$ cat src/rtl/multi_level_timer_scheduler_macros.svh
// ---------------------------------------------------------------------------
// Timer scheduler assertion macros
// Shared concurrent assertion forms, clocked on clk_i, disabled in reset.
// ---------------------------------------------------------------------------
`ifndef MULTI_LEVEL_TIMER_SCHEDULER_MACROS_SVH
`define MULTI_LEVEL_TIMER_SCHEDULER_MACROS_SVH

// same-cycle implication
`define MLTS_ASSERT_NOW(lbl, ante, cons, msg) \
  lbl: assert property (@(posedge clk_i) disable iff (!rst_ni) (ante) |-> (cons)) \
    else $error(msg);

// next-cycle implication
`define MLTS_ASSERT_NEXT(lbl, ante, cons, msg) \
  lbl: assert property (@(posedge clk_i) disable iff (!rst_ni) (ante) |=> (cons)) \
    else $error(msg);

`endif

$ cat src/rtl/mlts_pkg.sv
// ---------------------------------------------------------------------------
// mlts_pkg
// Types, codes and constants of the multi-level timer scheduler.
// ---------------------------------------------------------------------------
package mlts_pkg;

  localparam int TICK_W     = 32;
  localparam int THR_W      = 24;
  localparam int PER_W      = 16;
  localparam int DELAY_W    = 24;
  localparam int PAY_W      = 64;
  localparam int SLOT_W     = 4;
  localparam int LVL_W      = 3;
  localparam int CFG_IDX_W  = 4;
  localparam int CFG_DATA_W = 24;
  localparam int NUM_CFG_LV = 4;
  localparam int MAX_RESULTS = 16;
  localparam int FCNT_W     = $clog2(MAX_RESULTS + 1);
  localparam int DIV_CNT_W  = $clog2(TICK_W);

  localparam logic REQ_ADD  = 1'b0;
  localparam logic REQ_TICK = 1'b1;

  localparam logic [CFG_IDX_W-1:0] CFG_LEVEL1_THR = 4'd0;
  localparam logic [CFG_IDX_W-1:0] CFG_LEVEL4_THR = 4'd3;
  localparam logic [CFG_IDX_W-1:0] CFG_LEVEL1_PER = 4'd4;
  localparam logic [CFG_IDX_W-1:0] CFG_LEVEL4_PER = 4'd7;

  typedef logic [NUM_CFG_LV-1:0][THR_W-1:0] thr_arr_t;
  typedef logic [NUM_CFG_LV-1:0][PER_W-1:0] per_arr_t;

  localparam thr_arr_t THR_RESET = {24'd1000, 24'd500, 24'd100, 24'd50};
  localparam per_arr_t PER_RESET = {16'd50, 16'd15, 16'd8, 16'd3};

  typedef enum logic [1:0] {
    RES_ADDED      = 2'd0,
    RES_ZERO_DELAY = 2'd1,
    RES_NO_SLOT    = 2'd2,
    RES_FIRED      = 2'd3
  } res_kind_e;

  typedef enum logic [2:0] {
    ST_IDLE,
    ST_RECALC,
    ST_ADD_SCAN,
    ST_TICK_INC,
    ST_WALK,
    ST_FLUSH
  } ctrl_state_e;

  // controller -> datapath
  typedef struct packed {
    logic capture;
    logic cfg_we;
    logic div_start;
    logic div_step;
    logic add_zero;
    logic add_write;
    logic add_full;
    logic tick_inc;
    logic walk_step;
    logic flush;
  } dp_cmd_t;

  // datapath -> controller
  typedef struct packed {
    logic req_is_tick;
    logic delay_zero;
    logic slot_free;
    logic lvl_active;
    logic fire;
    logic pend_valid;
    logic out_free;
    logic div_last;
    logic cfg_is_period;
  } dp_stat_t;

  // highest level whose threshold the remaining time meets
  function automatic logic [LVL_W-1:0] pick_level(input logic [TICK_W-1:0] rem,
                                                  input thr_arr_t thr,
                                                  input int num_levels);
    logic [LVL_W-1:0] lv;
    lv = '0;
    if (!rem[TICK_W-1]) begin
      for (int k = 1; k <= NUM_CFG_LV; k++) begin
        if (k < num_levels && rem >= {{(TICK_W-THR_W){1'b0}}, thr[k-1]}) begin
          lv = LVL_W'(k);
        end
      end
    end
    return lv;
  endfunction

endpackage

$ cat src/rtl/mlts_ifs.sv
// ---------------------------------------------------------------------------
// Channel interfaces
// Request, result and configuration-write channels, valid/ready.
// ---------------------------------------------------------------------------
interface mlts_req_if;
  logic        valid;
  logic        ready;
  logic        req_type;
  logic [23:0] delay;
  logic [63:0] payload;
  modport source (output valid, req_type, delay, payload, input ready);
  modport sink (input valid, req_type, delay, payload, output ready);
endinterface

interface mlts_res_if;
  logic        valid;
  logic        ready;
  logic [1:0]  res_kind;
  logic [3:0]  slot;
  logic [63:0] fired_payload;
  logic        last;
  modport source (output valid, res_kind, slot, fired_payload, last, input ready);
  modport sink (input valid, res_kind, slot, fired_payload, last, output ready);
endinterface

interface mlts_cfg_if;
  logic        valid;
  logic        ready;
  logic [3:0]  index;
  logic [23:0] data;
  modport source (output valid, index, data, input ready);
  modport sink (input valid, index, data, output ready);
endinterface

$ cat src/rtl/multi_level_timer_scheduler.sv
// Add: captured in idle, scans slots from the lowest until a free one, then flushes to the result register.
// Tick: the count advances, then each level pass that runs walks every slot and a skipped level takes
//   a single walk step; one slot walked per cycle while a firing is not stalled by a full output register.
// Period write: a bit-serial remainder pass over the tick count (one bit per cycle) realigns the level phase.
// One request at a time; a finished result waits in the output register.
// Reset clears the pool valid bits, tick count, phases and registers; no sweep.
// ---------------------------------------------------------------------------
// multi_level_timer_scheduler
// Pool of one-shot timers filed into levels by remaining time. Add requests
// take the lowest free slot; tick requests advance time, re-file the levels
// whose period divides the count and fire due level-zero timers in slot order.
// ---------------------------------------------------------------------------
`include "multi_level_timer_scheduler_macros.svh"

module multi_level_timer_scheduler import mlts_pkg::*; #(
  parameter int NUM_TIMERS = 16,
  parameter int NUM_LEVELS = 5
) (
  input  logic  clk_i,
  input  logic  rst_ni,
  mlts_req_if.sink   req_i,
  mlts_res_if.source res_o,
  mlts_cfg_if.sink   cfg_i
);

  localparam int IDX_W = $clog2(NUM_TIMERS);

  dp_cmd_t          cmd;
  dp_stat_t         stat;
  logic [IDX_W-1:0] idx;
  logic [LVL_W-1:0] lvl;
  res_kind_e        res_kind;
  logic             res_not_fire;

  // sequencer: owns both ready lines, walks slots and levels
  mlts_ctrl #(
    .NUM_TIMERS (NUM_TIMERS),
    .NUM_LEVELS (NUM_LEVELS)
  ) u_ctrl (
    .clk_i       (clk_i),
    .rst_ni      (rst_ni),
    .req_valid_i (req_i.valid),
    .req_ready_o (req_i.ready),
    .cfg_valid_i (cfg_i.valid),
    .cfg_ready_o (cfg_i.ready),
    .stat_i      (stat),
    .cmd_o       (cmd),
    .idx_o       (idx),
    .lvl_o       (lvl)
  );

  // datapath: pool storage, timebase, pending result held until the next
  // firing or the end of the walk decides its last flag
  mlts_datapath #(
    .NUM_TIMERS (NUM_TIMERS),
    .NUM_LEVELS (NUM_LEVELS)
  ) u_dp (
    .clk_i         (clk_i),
    .rst_ni        (rst_ni),
    .cmd_i         (cmd),
    .idx_i         (idx),
    .lvl_i         (lvl),
    .stat_o        (stat),
    .req_type_i    (req_i.req_type),
    .delay_i       (req_i.delay),
    .payload_i     (req_i.payload),
    .cfg_index_i   (cfg_i.index),
    .cfg_data_i    (cfg_i.data),
    .res_valid_o   (res_o.valid),
    .res_ready_i   (res_o.ready),
    .res_kind_o    (res_kind),
    .res_slot_o    (res_o.slot),
    .res_payload_o (res_o.fired_payload),
    .res_last_o    (res_o.last)
  );

  assign res_o.res_kind = res_kind;
  assign res_not_fire   = res_o.valid && (res_kind != RES_FIRED);

  // add and reject results are single-result requests
  `MLTS_ASSERT_NOW(a_single_last, res_not_fire, res_o.last, "non-fire result without last")
  // only fired results carry a payload
  `MLTS_ASSERT_NOW(a_zero_payload, res_not_fire, res_o.fired_payload == '0, "payload on non-fire")
  // an accepted request leaves the block busy, ready low, in the following cycle
  `MLTS_ASSERT_NEXT(a_busy_after_req, req_i.valid && req_i.ready, !req_i.ready, "taken while busy")

endmodule

$ cat src/rtl/mlts_ctrl.sv
// ---------------------------------------------------------------------------
// mlts_ctrl
// Sequencer: request and config intake, slot scan, level passes and result flush.
// ---------------------------------------------------------------------------
module mlts_ctrl import mlts_pkg::*; #(
  parameter int NUM_TIMERS = 16,
  parameter int NUM_LEVELS = 5,
  localparam int IDX_W = $clog2(NUM_TIMERS)
) (
  input  logic             clk_i,
  input  logic             rst_ni,
  input  logic             req_valid_i,
  output logic             req_ready_o,
  input  logic             cfg_valid_i,
  output logic             cfg_ready_o,
  input  dp_stat_t         stat_i,
  output dp_cmd_t          cmd_o,
  output logic [IDX_W-1:0] idx_o,
  output logic [LVL_W-1:0] lvl_o
);

  ctrl_state_e      state_q, state_d;
  logic [IDX_W-1:0] idx_q, idx_d;
  logic [LVL_W-1:0] lvl_q, lvl_d;
  logic             idx_last, lvl_last, stall;

  assign idx_last = (idx_q == IDX_W'(NUM_TIMERS - 1));
  assign lvl_last = (lvl_q == LVL_W'(NUM_LEVELS - 1));
  assign stall    = stat_i.fire && stat_i.pend_valid && !stat_i.out_free;
  assign idx_o    = idx_q;
  assign lvl_o    = lvl_q;

  always_ff @(posedge clk_i or negedge rst_ni) begin
    if (!rst_ni) begin
      state_q <= ST_IDLE;
      idx_q   <= '0;
      lvl_q   <= '0;
    end else begin
      state_q <= state_d;
      idx_q   <= idx_d;
      lvl_q   <= lvl_d;
    end
  end

  always_comb begin
    state_d     = state_q;
    idx_d       = idx_q;
    lvl_d       = lvl_q;
    cmd_o       = '0;
    req_ready_o = 1'b0;
    cfg_ready_o = 1'b0;
    case (state_q)
      ST_IDLE: begin
        cfg_ready_o = 1'b1;
        req_ready_o = !cfg_valid_i;
        idx_d       = '0;
        lvl_d       = '0;
        if (cfg_valid_i) begin
          cmd_o.cfg_we = 1'b1;
          if (stat_i.cfg_is_period) begin
            cmd_o.div_start = 1'b1;
            state_d         = ST_RECALC;
          end
        end else if (req_valid_i) begin
          cmd_o.capture = 1'b1;
          state_d       = ST_ADD_SCAN;
        end
      end
      ST_RECALC: begin
        cmd_o.div_step = 1'b1;
        if (stat_i.div_last) begin
          state_d = ST_IDLE;
        end
      end
      ST_ADD_SCAN: begin
        if (stat_i.req_is_tick) begin
          state_d = ST_TICK_INC;
        end else if (stat_i.delay_zero) begin
          cmd_o.add_zero = 1'b1;
          state_d        = ST_FLUSH;
        end else if (stat_i.slot_free) begin
          cmd_o.add_write = 1'b1;
          state_d         = ST_FLUSH;
        end else if (idx_last) begin
          cmd_o.add_full = 1'b1;
          state_d        = ST_FLUSH;
        end else begin
          idx_d = idx_q + 1'b1;
        end
      end
      ST_TICK_INC: begin
        cmd_o.tick_inc = 1'b1;
        idx_d          = '0;
        lvl_d          = '0;
        state_d        = ST_WALK;
      end
      ST_WALK: begin
        if (!stat_i.lvl_active || !stall) begin
          cmd_o.walk_step = stat_i.lvl_active;
          if (!stat_i.lvl_active || idx_last) begin
            idx_d = '0;
            if (lvl_last) begin
              state_d = ST_FLUSH;
            end else begin
              lvl_d = lvl_q + 1'b1;
            end
          end else begin
            idx_d = idx_q + 1'b1;
          end
        end
      end
      ST_FLUSH: begin
        if (!stat_i.pend_valid) begin
          state_d = ST_IDLE;
        end else if (stat_i.out_free) begin
          cmd_o.flush = 1'b1;
          state_d     = ST_IDLE;
        end
      end
      default: begin
        state_d = ST_IDLE;
      end
    endcase
  end

endmodule

$ cat src/rtl/mlts_datapath.sv
// ---------------------------------------------------------------------------
// mlts_datapath
// Slot pool, tick counter, level phases, remainder unit and result regs.
// ---------------------------------------------------------------------------
module mlts_datapath import mlts_pkg::*; #(
  parameter int NUM_TIMERS = 16,
  parameter int NUM_LEVELS = 5,
  localparam int IDX_W = $clog2(NUM_TIMERS)
) (
  input  logic                  clk_i,
  input  logic                  rst_ni,
  input  dp_cmd_t               cmd_i,
  input  logic [IDX_W-1:0]      idx_i,
  input  logic [LVL_W-1:0]      lvl_i,
  output dp_stat_t              stat_o,
  input  logic                  req_type_i,
  input  logic [DELAY_W-1:0]    delay_i,
  input  logic [PAY_W-1:0]      payload_i,
  input  logic [CFG_IDX_W-1:0]  cfg_index_i,
  input  logic [CFG_DATA_W-1:0] cfg_data_i,
  output logic                  res_valid_o,
  input  logic                  res_ready_i,
  output res_kind_e             res_kind_o,
  output logic [SLOT_W-1:0]     res_slot_o,
  output logic [PAY_W-1:0]      res_payload_o,
  output logic                  res_last_o
);

  localparam int EXT_W = IDX_W + SLOT_W;

  // configuration and timebase
  thr_arr_t                       thr_q;
  per_arr_t                       per_q;
  logic [TICK_W-1:0]              tick_q, tick_inc;
  logic [NUM_CFG_LV-1:0][PER_W-1:0] phase_q;

  // slot pool
  logic [NUM_TIMERS-1:0]          valid_q;
  logic [TICK_W-1:0]              deadline_q [NUM_TIMERS];
  logic [PAY_W-1:0]               payload_q  [NUM_TIMERS];
  logic [LVL_W-1:0]               level_q    [NUM_TIMERS];

  // captured request
  logic                           rtype_q;
  logic [DELAY_W-1:0]             delay_q;
  logic [PAY_W-1:0]               rpay_q;

  // remainder unit
  logic [DIV_CNT_W-1:0]           div_cnt_q;
  logic [PER_W-1:0]               div_rem_q;
  logic [1:0]                     div_lv_q;
  logic [PER_W:0]                 div_trial, div_next;
  logic [CFG_IDX_W-1:0]           cfg_off;

  // pending and output result
  logic                           pend_valid_q;
  res_kind_e                      pend_kind_q;
  logic [SLOT_W-1:0]              pend_slot_q;
  logic [PAY_W-1:0]               pend_pay_q;
  logic                           out_valid_q;
  res_kind_e                      out_kind_q;
  logic [SLOT_W-1:0]              out_slot_q;
  logic [PAY_W-1:0]               out_pay_q;
  logic                           out_last_q;
  logic [FCNT_W-1:0]              fcnt_q;

  logic [TICK_W-1:0]              rem;
  logic                           match, due, lvl_active, fire, out_free;
  logic [LVL_W-1:0]               lvl_m1;
  logic [EXT_W-1:0]               idx_ext;
  logic [SLOT_W-1:0]              idx_slot;

  assign tick_inc = tick_q + 1'b1;
  assign rem      = deadline_q[idx_i] - tick_q;
  assign match    = valid_q[idx_i] && (level_q[idx_i] == lvl_i);
  assign due      = (rem == '0) || rem[TICK_W-1];
  assign lvl_m1   = lvl_i - 1'b1;
  assign lvl_active = (lvl_i == '0) ||
                      ((per_q[lvl_m1[1:0]] != '0) && (phase_q[lvl_m1[1:0]] == '0));
  assign fire     = match && (lvl_i == '0) && due && (fcnt_q < FCNT_W'(MAX_RESULTS));
  assign out_free = !out_valid_q || res_ready_i;
  assign idx_ext  = EXT_W'(idx_i);
  assign idx_slot = idx_ext[SLOT_W-1:0];
  assign cfg_off  = cfg_index_i - CFG_LEVEL1_PER;

  assign div_trial = {div_rem_q, tick_q[div_cnt_q]};
  assign div_next  = (div_trial >= {1'b0, per_q[div_lv_q]}) ?
                     (div_trial - {1'b0, per_q[div_lv_q]}) : div_trial;

  always_comb begin
    stat_o               = '0;
    stat_o.req_is_tick   = (rtype_q == REQ_TICK);
    stat_o.delay_zero    = (delay_q == '0);
    stat_o.slot_free     = !valid_q[idx_i];
    stat_o.lvl_active    = lvl_active;
    stat_o.fire          = fire;
    stat_o.pend_valid    = pend_valid_q;
    stat_o.out_free      = out_free;
    stat_o.div_last      = (div_cnt_q == '0);
    stat_o.cfg_is_period = cfg_index_i inside {[CFG_LEVEL1_PER:CFG_LEVEL4_PER]};
  end

  // control state
  always_ff @(posedge clk_i or negedge rst_ni) begin
    if (!rst_ni) begin
      thr_q        <= THR_RESET;
      per_q        <= PER_RESET;
      tick_q       <= '0;
      phase_q      <= '0;
      valid_q      <= '0;
      pend_valid_q <= 1'b0;
      out_valid_q  <= 1'b0;
      fcnt_q       <= '0;
      div_cnt_q    <= '0;
    end else begin
      if (cmd_i.cfg_we) begin
        if (cfg_index_i inside {[CFG_LEVEL1_THR:CFG_LEVEL4_THR]}) begin
          thr_q[cfg_index_i[1:0]] <= cfg_data_i;
        end else if (cfg_index_i inside {[CFG_LEVEL1_PER:CFG_LEVEL4_PER]}) begin
          per_q[cfg_off[1:0]] <= cfg_data_i[PER_W-1:0];
        end
      end
      if (cmd_i.div_start) begin
        div_cnt_q <= DIV_CNT_W'(TICK_W - 1);
      end else if (cmd_i.div_step) begin
        div_cnt_q <= div_cnt_q - 1'b1;
        if (div_cnt_q == '0) begin
          phase_q[div_lv_q] <= (per_q[div_lv_q] == '0) ? '0 : div_next[PER_W-1:0];
        end
      end
      if (cmd_i.tick_inc) begin
        tick_q <= tick_inc;
        fcnt_q <= '0;
        for (int k = 0; k < NUM_CFG_LV; k++) begin
          if ((tick_inc == '0) ||
              (({1'b0, phase_q[k]} + 1'b1) == {1'b0, per_q[k]})) begin
            phase_q[k] <= '0;
          end else begin
            phase_q[k] <= phase_q[k] + 1'b1;
          end
        end
      end
      // output register drains on acceptance
      if (res_valid_o && res_ready_i) begin
        out_valid_q <= 1'b0;
      end
      if (cmd_i.add_write) begin
        valid_q[idx_i] <= 1'b1;
      end
      if (cmd_i.add_zero || cmd_i.add_write || cmd_i.add_full) begin
        pend_valid_q <= 1'b1;
      end
      if (cmd_i.walk_step && fire) begin
        valid_q[idx_i] <= 1'b0;
        fcnt_q         <= fcnt_q + 1'b1;
        pend_valid_q   <= 1'b1;
        if (pend_valid_q) begin
          out_valid_q <= 1'b1;
        end
      end
      if (cmd_i.flush) begin
        pend_valid_q <= 1'b0;
        out_valid_q  <= 1'b1;
      end
    end
  end

  // payload registers
  always_ff @(posedge clk_i) begin
    if (cmd_i.capture) begin
      rtype_q <= req_type_i;
      delay_q <= delay_i;
      rpay_q  <= payload_i;
    end
    if (cmd_i.div_start) begin
      div_rem_q <= '0;
      div_lv_q  <= cfg_off[1:0];
    end else if (cmd_i.div_step) begin
      div_rem_q <= div_next[PER_W-1:0];
    end
    if (cmd_i.add_write) begin
      deadline_q[idx_i] <= tick_q + TICK_W'(delay_q);
      payload_q[idx_i]  <= rpay_q;
      level_q[idx_i]    <= pick_level(TICK_W'(delay_q), thr_q, NUM_LEVELS);
      pend_kind_q       <= RES_ADDED;
      pend_slot_q       <= idx_slot;
      pend_pay_q        <= '0;
    end
    if (cmd_i.add_zero || cmd_i.add_full) begin
      pend_kind_q <= cmd_i.add_zero ? RES_ZERO_DELAY : RES_NO_SLOT;
      pend_slot_q <= '0;
      pend_pay_q  <= '0;
    end
    if (cmd_i.walk_step && match) begin
      if (fire) begin
        if (pend_valid_q) begin
          out_kind_q <= pend_kind_q;
          out_slot_q <= pend_slot_q;
          out_pay_q  <= pend_pay_q;
          out_last_q <= 1'b0;
        end
        pend_kind_q <= RES_FIRED;
        pend_slot_q <= idx_slot;
        pend_pay_q  <= payload_q[idx_i];
      end else begin
        level_q[idx_i] <= pick_level(rem, thr_q, NUM_LEVELS);
      end
    end
    if (cmd_i.flush) begin
      out_kind_q <= pend_kind_q;
      out_slot_q <= pend_slot_q;
      out_pay_q  <= pend_pay_q;
      out_last_q <= 1'b1;
    end
  end

  assign res_valid_o   = out_valid_q;
  assign res_kind_o    = out_kind_q;
  assign res_slot_o    = out_slot_q;
  assign res_payload_o = out_pay_q;
  assign res_last_o    = out_last_q;

endmodule
$ cat src/flat_wrapper.sv
// flat-port wrapper written by rule: the top's interface ports become plain ports
module multi_level_timer_scheduler_flat import mlts_pkg::*;
#(
  parameter int NUM_TIMERS = 16,
  parameter int NUM_LEVELS = 5
)
  (clk_i, rst_ni, req_i_valid, req_i_req_type, req_i_delay, req_i_payload, req_i_ready, res_o_valid, res_o_res_kind, res_o_slot, res_o_fired_payload, res_o_last, res_o_ready, cfg_i_valid, cfg_i_index, cfg_i_data, cfg_i_ready);
  mlts_req_if req_i_i ();
  mlts_res_if res_o_i ();
  mlts_cfg_if cfg_i_i ();
  input  logic clk_i;
  input  logic rst_ni;
  input wire logic [$bits(req_i_i.valid)-1:0] req_i_valid;
  input wire logic [$bits(req_i_i.req_type)-1:0] req_i_req_type;
  input wire logic [$bits(req_i_i.delay)-1:0] req_i_delay;
  input wire logic [$bits(req_i_i.payload)-1:0] req_i_payload;
  output wire logic [$bits(req_i_i.ready)-1:0] req_i_ready;
  output wire logic [$bits(res_o_i.valid)-1:0] res_o_valid;
  output wire logic [$bits(res_o_i.res_kind)-1:0] res_o_res_kind;
  output wire logic [$bits(res_o_i.slot)-1:0] res_o_slot;
  output wire logic [$bits(res_o_i.fired_payload)-1:0] res_o_fired_payload;
  output wire logic [$bits(res_o_i.last)-1:0] res_o_last;
  input wire logic [$bits(res_o_i.ready)-1:0] res_o_ready;
  input wire logic [$bits(cfg_i_i.valid)-1:0] cfg_i_valid;
  input wire logic [$bits(cfg_i_i.index)-1:0] cfg_i_index;
  input wire logic [$bits(cfg_i_i.data)-1:0] cfg_i_data;
  output wire logic [$bits(cfg_i_i.ready)-1:0] cfg_i_ready;
  assign req_i_i.valid = req_i_valid;
  assign req_i_i.req_type = req_i_req_type;
  assign req_i_i.delay = req_i_delay;
  assign req_i_i.payload = req_i_payload;
  assign req_i_ready = req_i_i.ready;
  assign res_o_valid = res_o_i.valid;
  assign res_o_res_kind = res_o_i.res_kind;
  assign res_o_slot = res_o_i.slot;
  assign res_o_fired_payload = res_o_i.fired_payload;
  assign res_o_last = res_o_i.last;
  assign res_o_i.ready = res_o_ready;
  assign cfg_i_i.valid = cfg_i_valid;
  assign cfg_i_i.index = cfg_i_index;
  assign cfg_i_i.data = cfg_i_data;
  assign cfg_i_ready = cfg_i_i.ready;
  multi_level_timer_scheduler #(.NUM_TIMERS(NUM_TIMERS), .NUM_LEVELS(NUM_LEVELS)) u_core (.clk_i(clk_i), .rst_ni(rst_ni), .req_i(req_i_i), .res_o(res_o_i), .cfg_i(cfg_i_i));
endmodule
$ cat config.mk
export PLATFORM = sky130hd
export DESIGN_NAME = multi_level_timer_scheduler_flat
export DESIGN_NICKNAME = d
export VERILOG_FILES = /design/src/rtl/mlts_pkg.sv /design/src/rtl/mlts_ifs.sv /design/src/rtl/multi_level_timer_scheduler.sv /design/src/rtl/mlts_ctrl.sv /design/src/rtl/mlts_datapath.sv /design/src/flat_wrapper.sv
export VERILOG_INCLUDE_DIRS = /design/src /design/src/rtl
export SDC_FILE = /design/constraint.sdc
export NUM_CORES = 2
export LEC_CHECK = 0
export ABC_AREA = 1
export BUFFER_PORTS_ARGS = -buffer_cell sky130_fd_sc_hd__clkbuf_2
export CAP_MARGIN = 30
export CORE_MARGIN = 2
export CORE_UTILIZATION = 60
export CTS_BUF_LIST = sky130_fd_sc_hd__clkbuf_16
export DETAILED_ROUTE_END_ITERATION = 7
export PLACE_DENSITY = 0.87
export REMOVE_ABC_BUFFERS = 1
export SYNTH_ARGS = -nofsm -noshare
export SYNTH_HDL_FRONTEND = slang
export SYNTH_SLANG_ARGS = --single-unit
$ cat constraint.sdc
create_clock -name clk_i -period 7.7 [get_ports clk_i]
set_input_delay 1.54 -clock clk_i [delete_from_list [all_inputs] [get_ports clk_i]]
set_output_delay 1.54 -clock clk_i [all_outputs]
set_load 0.005 [all_outputs]
==> results.sh <==
export IMPL_status="finished with violations"
export IMPL_failed_checks="DRC"
export IMPL_clock_power_share_pct=24.4
export IMPL_synthCells=8784
export IMPL_hold_violations=0
export IMPL_yosysMostFrequentCell="edfxtp_1"
export IMPL_slowest_stage="dfrtp_4"
export IMPL_ys_seq_area_share_pct=65.09
export IMPL_postRouteAntennaNets=0
export IMPL_path_depth=26
export IMPL_postCtsSetupBuffers=0
export IMPL_min_period_over_period_pct=86.34
export IMPL_crit_fanout=135
export IMPL_setup_violations=0
export IMPL_path_buf_inv=5
export IMPL_period_needed_ns=6.648
export IMPL_power_density_mw_per_mm2=383.9
export IMPL_timing_critical_path_mode_cell="nand2_1"
export IMPL_cts_htree_levels=4
export IMPL_routed_wl_microns=272800
export IMPL_p_sw_uw=16240
export IMPL_ys_warn_count=0
export IMPL_via_per_inst=6.452
export IMPL_grt_overflow_total=0
export IMPL_io_pins=196
export IMPL_internal_power_uw=23900
export IMPL_holdBufCountCts=0
export IMPL_ys_async_sr_fraction_pct=13.83
export IMPL_fmax_ghz=0.1504
export IMPL_irDropWorstVdd_v=0.0002857
export IMPL_synth_area_per_cell_sq_um=10.76
export IMPL_post_cts_resized=0
export IMPL_clk_latency_ns=0.89
export IMPL_cap_violations=0
export IMPL_wl_per_cell_microns=24.52
export IMPL_setup_tns_ns=0
export IMPL_synth_edf_count=1745
export IMPL_gp_congestion=0.9952
export IMPL_synth_commonest_cells="1,745 x edfxtp_1, 1,526 x nand2_1, 1,125 x o21ai_0"
export IMPL_start_util_pct=60.45
export IMPL_critPathKind="flop to flop"
export IMPL_cts_clk_slew_worst_paths_ns=0.06
export IMPL_io_buffers=195
export IMPL_rows=145
export IMPL_yosys_most_used_dff="edfxtp_1"
export IMPL_rsz0062_at_grt="no"
export IMPL_placed_cells=10731
export IMPL_cts_path_max_buffers=3
export IMPL_worstSetupStartpointType="flop"
export IMPL_synth_seq_cells=2126
export IMPL_hp_class="flop to flop"
export IMPL_cts_tree="done"
export IMPL_final_setup_skew_ns=0.1016
export IMPL_drcViolationCount=1
export IMPL_clkSinkCount=2126
export IMPL_worst_slew_pin_slew_ns=1.244
export IMPL_grt_pass1_wl_microns=407900
export IMPL_dp_hpwl_microns=154200
export IMPL_clockRootBuffer="clkbuf_16"
export IMPL_synth_area_top_cells="edfxtp_1 55%, dfrtp_1 7.0%, nand2_1 6.1%, o21ai_0 6.0%, nor2_1 4.3%"
export IMPL_max_slew_margin_pct=17.05
export IMPL_sequentialPowerShare_pct=36.5
export IMPL_slowest_delay_ns=0.68
export IMPL_nets=9286
export IMPL_antenna_found_initial=6
export IMPL_worstPathRequired_ns=8.25
export IMPL_reg2reg_depth=26
export IMPL_end_kind="flop"
export IMPL_yosys_area_top_type_share_pct=55.43
export IMPL_synthToLayoutAreaGrowth_pct=10.60
export IMPL_synth_cell_types=57
export IMPL_drv_slew=0
export IMPL_critPathArrivalTime_ns=7.20
export IMPL_die_area_sq_mm=0.1607
export IMPL_cts_buffers=200
export IMPL_multi_input_area_sq_mm=0.02920
export IMPL_num_vias=71783
export IMPL_yosysTopAreaCell="edfxtp_1"
export IMPL_fp_dieH_microns=400.9
export IMPL_fillers=10565
export IMPL_grt_pass1_vias=69465
export IMPL_fp_dieW_microns=400.9
export IMPL_synth_area_sq_mm=0.09454
export IMPL_drt_pass1_iterations=8
export IMPL_fin_cells=11126
export IMPL_drive_gt1_share_pct=7.900
export IMPL_register_area_sq_mm=0.06154
export IMPL_core_sq_mm=0.1564
export IMPL_crit_family="simple AND/OR/NAND/NOR gates"
export IMPL_drt_initial_drc_count=11405
export IMPL_power_leakage_uw=0.03966
export IMPL_grt_use_total_pct=32.95
export IMPL_grt_max_degree=276
export IMPL_comb_power_share_pct=39.2
export IMPL_whs_path_depth=0
export IMPL_sw_frac_of_total_pct=40.45
==> registers in the layout (all words and copies together) (netlist names), 4 cells and up, named ones only <==
name and count:
u_core.u_ctrl.idx_o 4, u_core.u_dp.deadline_q 512, u_core.u_dp.delay_q 24, u_core.u_dp.div_cnt_q 5, u_core.u_dp.div_rem_q 16, u_core.u_dp.fcnt_q 5
u_core.u_dp.level_q 48, u_core.u_dp.payload_q 1024, u_core.u_dp.pend_pay_q 64, u_core.u_dp.pend_slot_q 4, u_core.u_dp.per_q 64, u_core.u_dp.phase_q 64
u_core.u_dp.res_payload_o 64, u_core.u_dp.res_slot_o 4, u_core.u_dp.rpay_q 64, u_core.u_dp.thr_q 96, u_core.u_dp.tick_q 32, u_core.u_dp.valid_q 15
==> layout by cell type, fill, tap and decap left out, types with 106 or more instances in the layout <==
| cell type | netlist | final |
|---|---|---|
| o21ai_0 | 1125 | 1124 |
| inv_1 | 585 | 627 |
| clkbuf_2 | 0 | 194 |
| edfxtp_1 | 1745 | 1745 |
| a21oi_1 | 269 | 269 |
| xor2_1 | 130 | 130 |
| nand4_1 | 179 | 179 |
| nand2_1 | 1526 | 1520 |
| buf_4 | 7 | 106 |
| clkbuf_16 | 0 | 201 |
| nor2_1 | 1085 | 1064 |
| o22ai_1 | 395 | 395 |
| nand3_1 | 287 | 287 |
| ha_1 | 276 | 276 |
| dfrtp_1 | 266 | 264 |
==> layer usage <==
| metal | vias to the layer above | wire length, microns | part of all wire (%) | global-route usage (%) |
|---|---|---|---|---|
| met5 | - | 27 | 0.0099 | 0 |
| met3 | 1041 | 33870 | 12 | 6.476 |
| li1 | 31178 | - | - | - |
| met4 | 4 | 13860 | 5.1 | 16.06 |
| met2 | 5609 | 127500 | 47 | 52.72 |
| met1 | 33951 | 97480 | 36 | 43.48 |
==> area by class of cell <==
cell class | instances | area share [%]
Clock buffer | 201 | 4.811
Sequential cell | 2126 | 58.86
Antenna cell | 5 | 0.01197
Clock inverter | 179 | 1.444
Inverter | 594 | 2.149
Timing Repair Buffer | 333 | 2.336
Tap cell | 2058 | 2.463
Multi-Input combinational cell | 5630 | 27.93
==> final timing paths <==
kind	startpoint	end	slack, ns
min in group asynchronous	rst_ni	u_core.u_dp.thr_q[34]	0.65
hold reg to reg	u_core.u_dp.pend_pay_q[63]	u_core.u_dp.res_payload_o[63]	0.41
max in group asynchronous	rst_ni	u_core.u_ctrl.idx_o[0]	5.69
hold / removal	u_core.u_dp.pend_pay_q[63]	u_core.u_dp.res_payload_o[63]	0.41
setup reg to reg	u_core.u_ctrl.idx_o[1]	u_core.u_dp.res_payload_o[9]	1.05
setup / recovery	u_core.u_ctrl.idx_o[1]	u_core.u_dp.res_payload_o[9]	1.05
==> logic make-up (layout without fill, tap and decap cells) <==
family                     after synthesis  count (layout)  synth area share (%)
buffers and inverters                 1028            1307                 4.231
xor gates and xnor gates               177             177                 1.727
other                                    0               5                     0
AOI/OAI and AO/OA                     1926            1926                 11.05
and+or+nand+nor                       3248            3248                 14.19
adders and majority gates              279             279                 3.716
DFF                                   2126            2126                 65.09
==> power by group through the flow <==
stage | Combinational (uW) | Sequential [uW] | Clock [uW]
6_report | 15700 | 14600 | 9780
3_3_place_gp | 14400 | 14800 | 0
5_1_grt | 17300 | 14700 | 10200
2_1_floorplan | 9680 | 14800 | 0
3_5_place_dp | 15000 | 14800 | 0
4_1_cts | 15300 | 14600 | 9790
==> per-stage QoR <==
step	cell area (sq um)	hold WS (ns)	power, uW	utilization, %	setup slack [ns]
final	104600	0.4140	40140	66.86	1.052
after global routing	104600	0.4356	42250	66.86	0.6347
after CTS	104400	0.4159	39700	66.78	1.204
after detailed placement	97900	0.4173	29830	62.60	1.298
after global placement	97560	0.4140	29210	62.38	1.337
after floorplan	92770	0.4086	24480	-	-31.04
(Power assumes the default switching activity.)
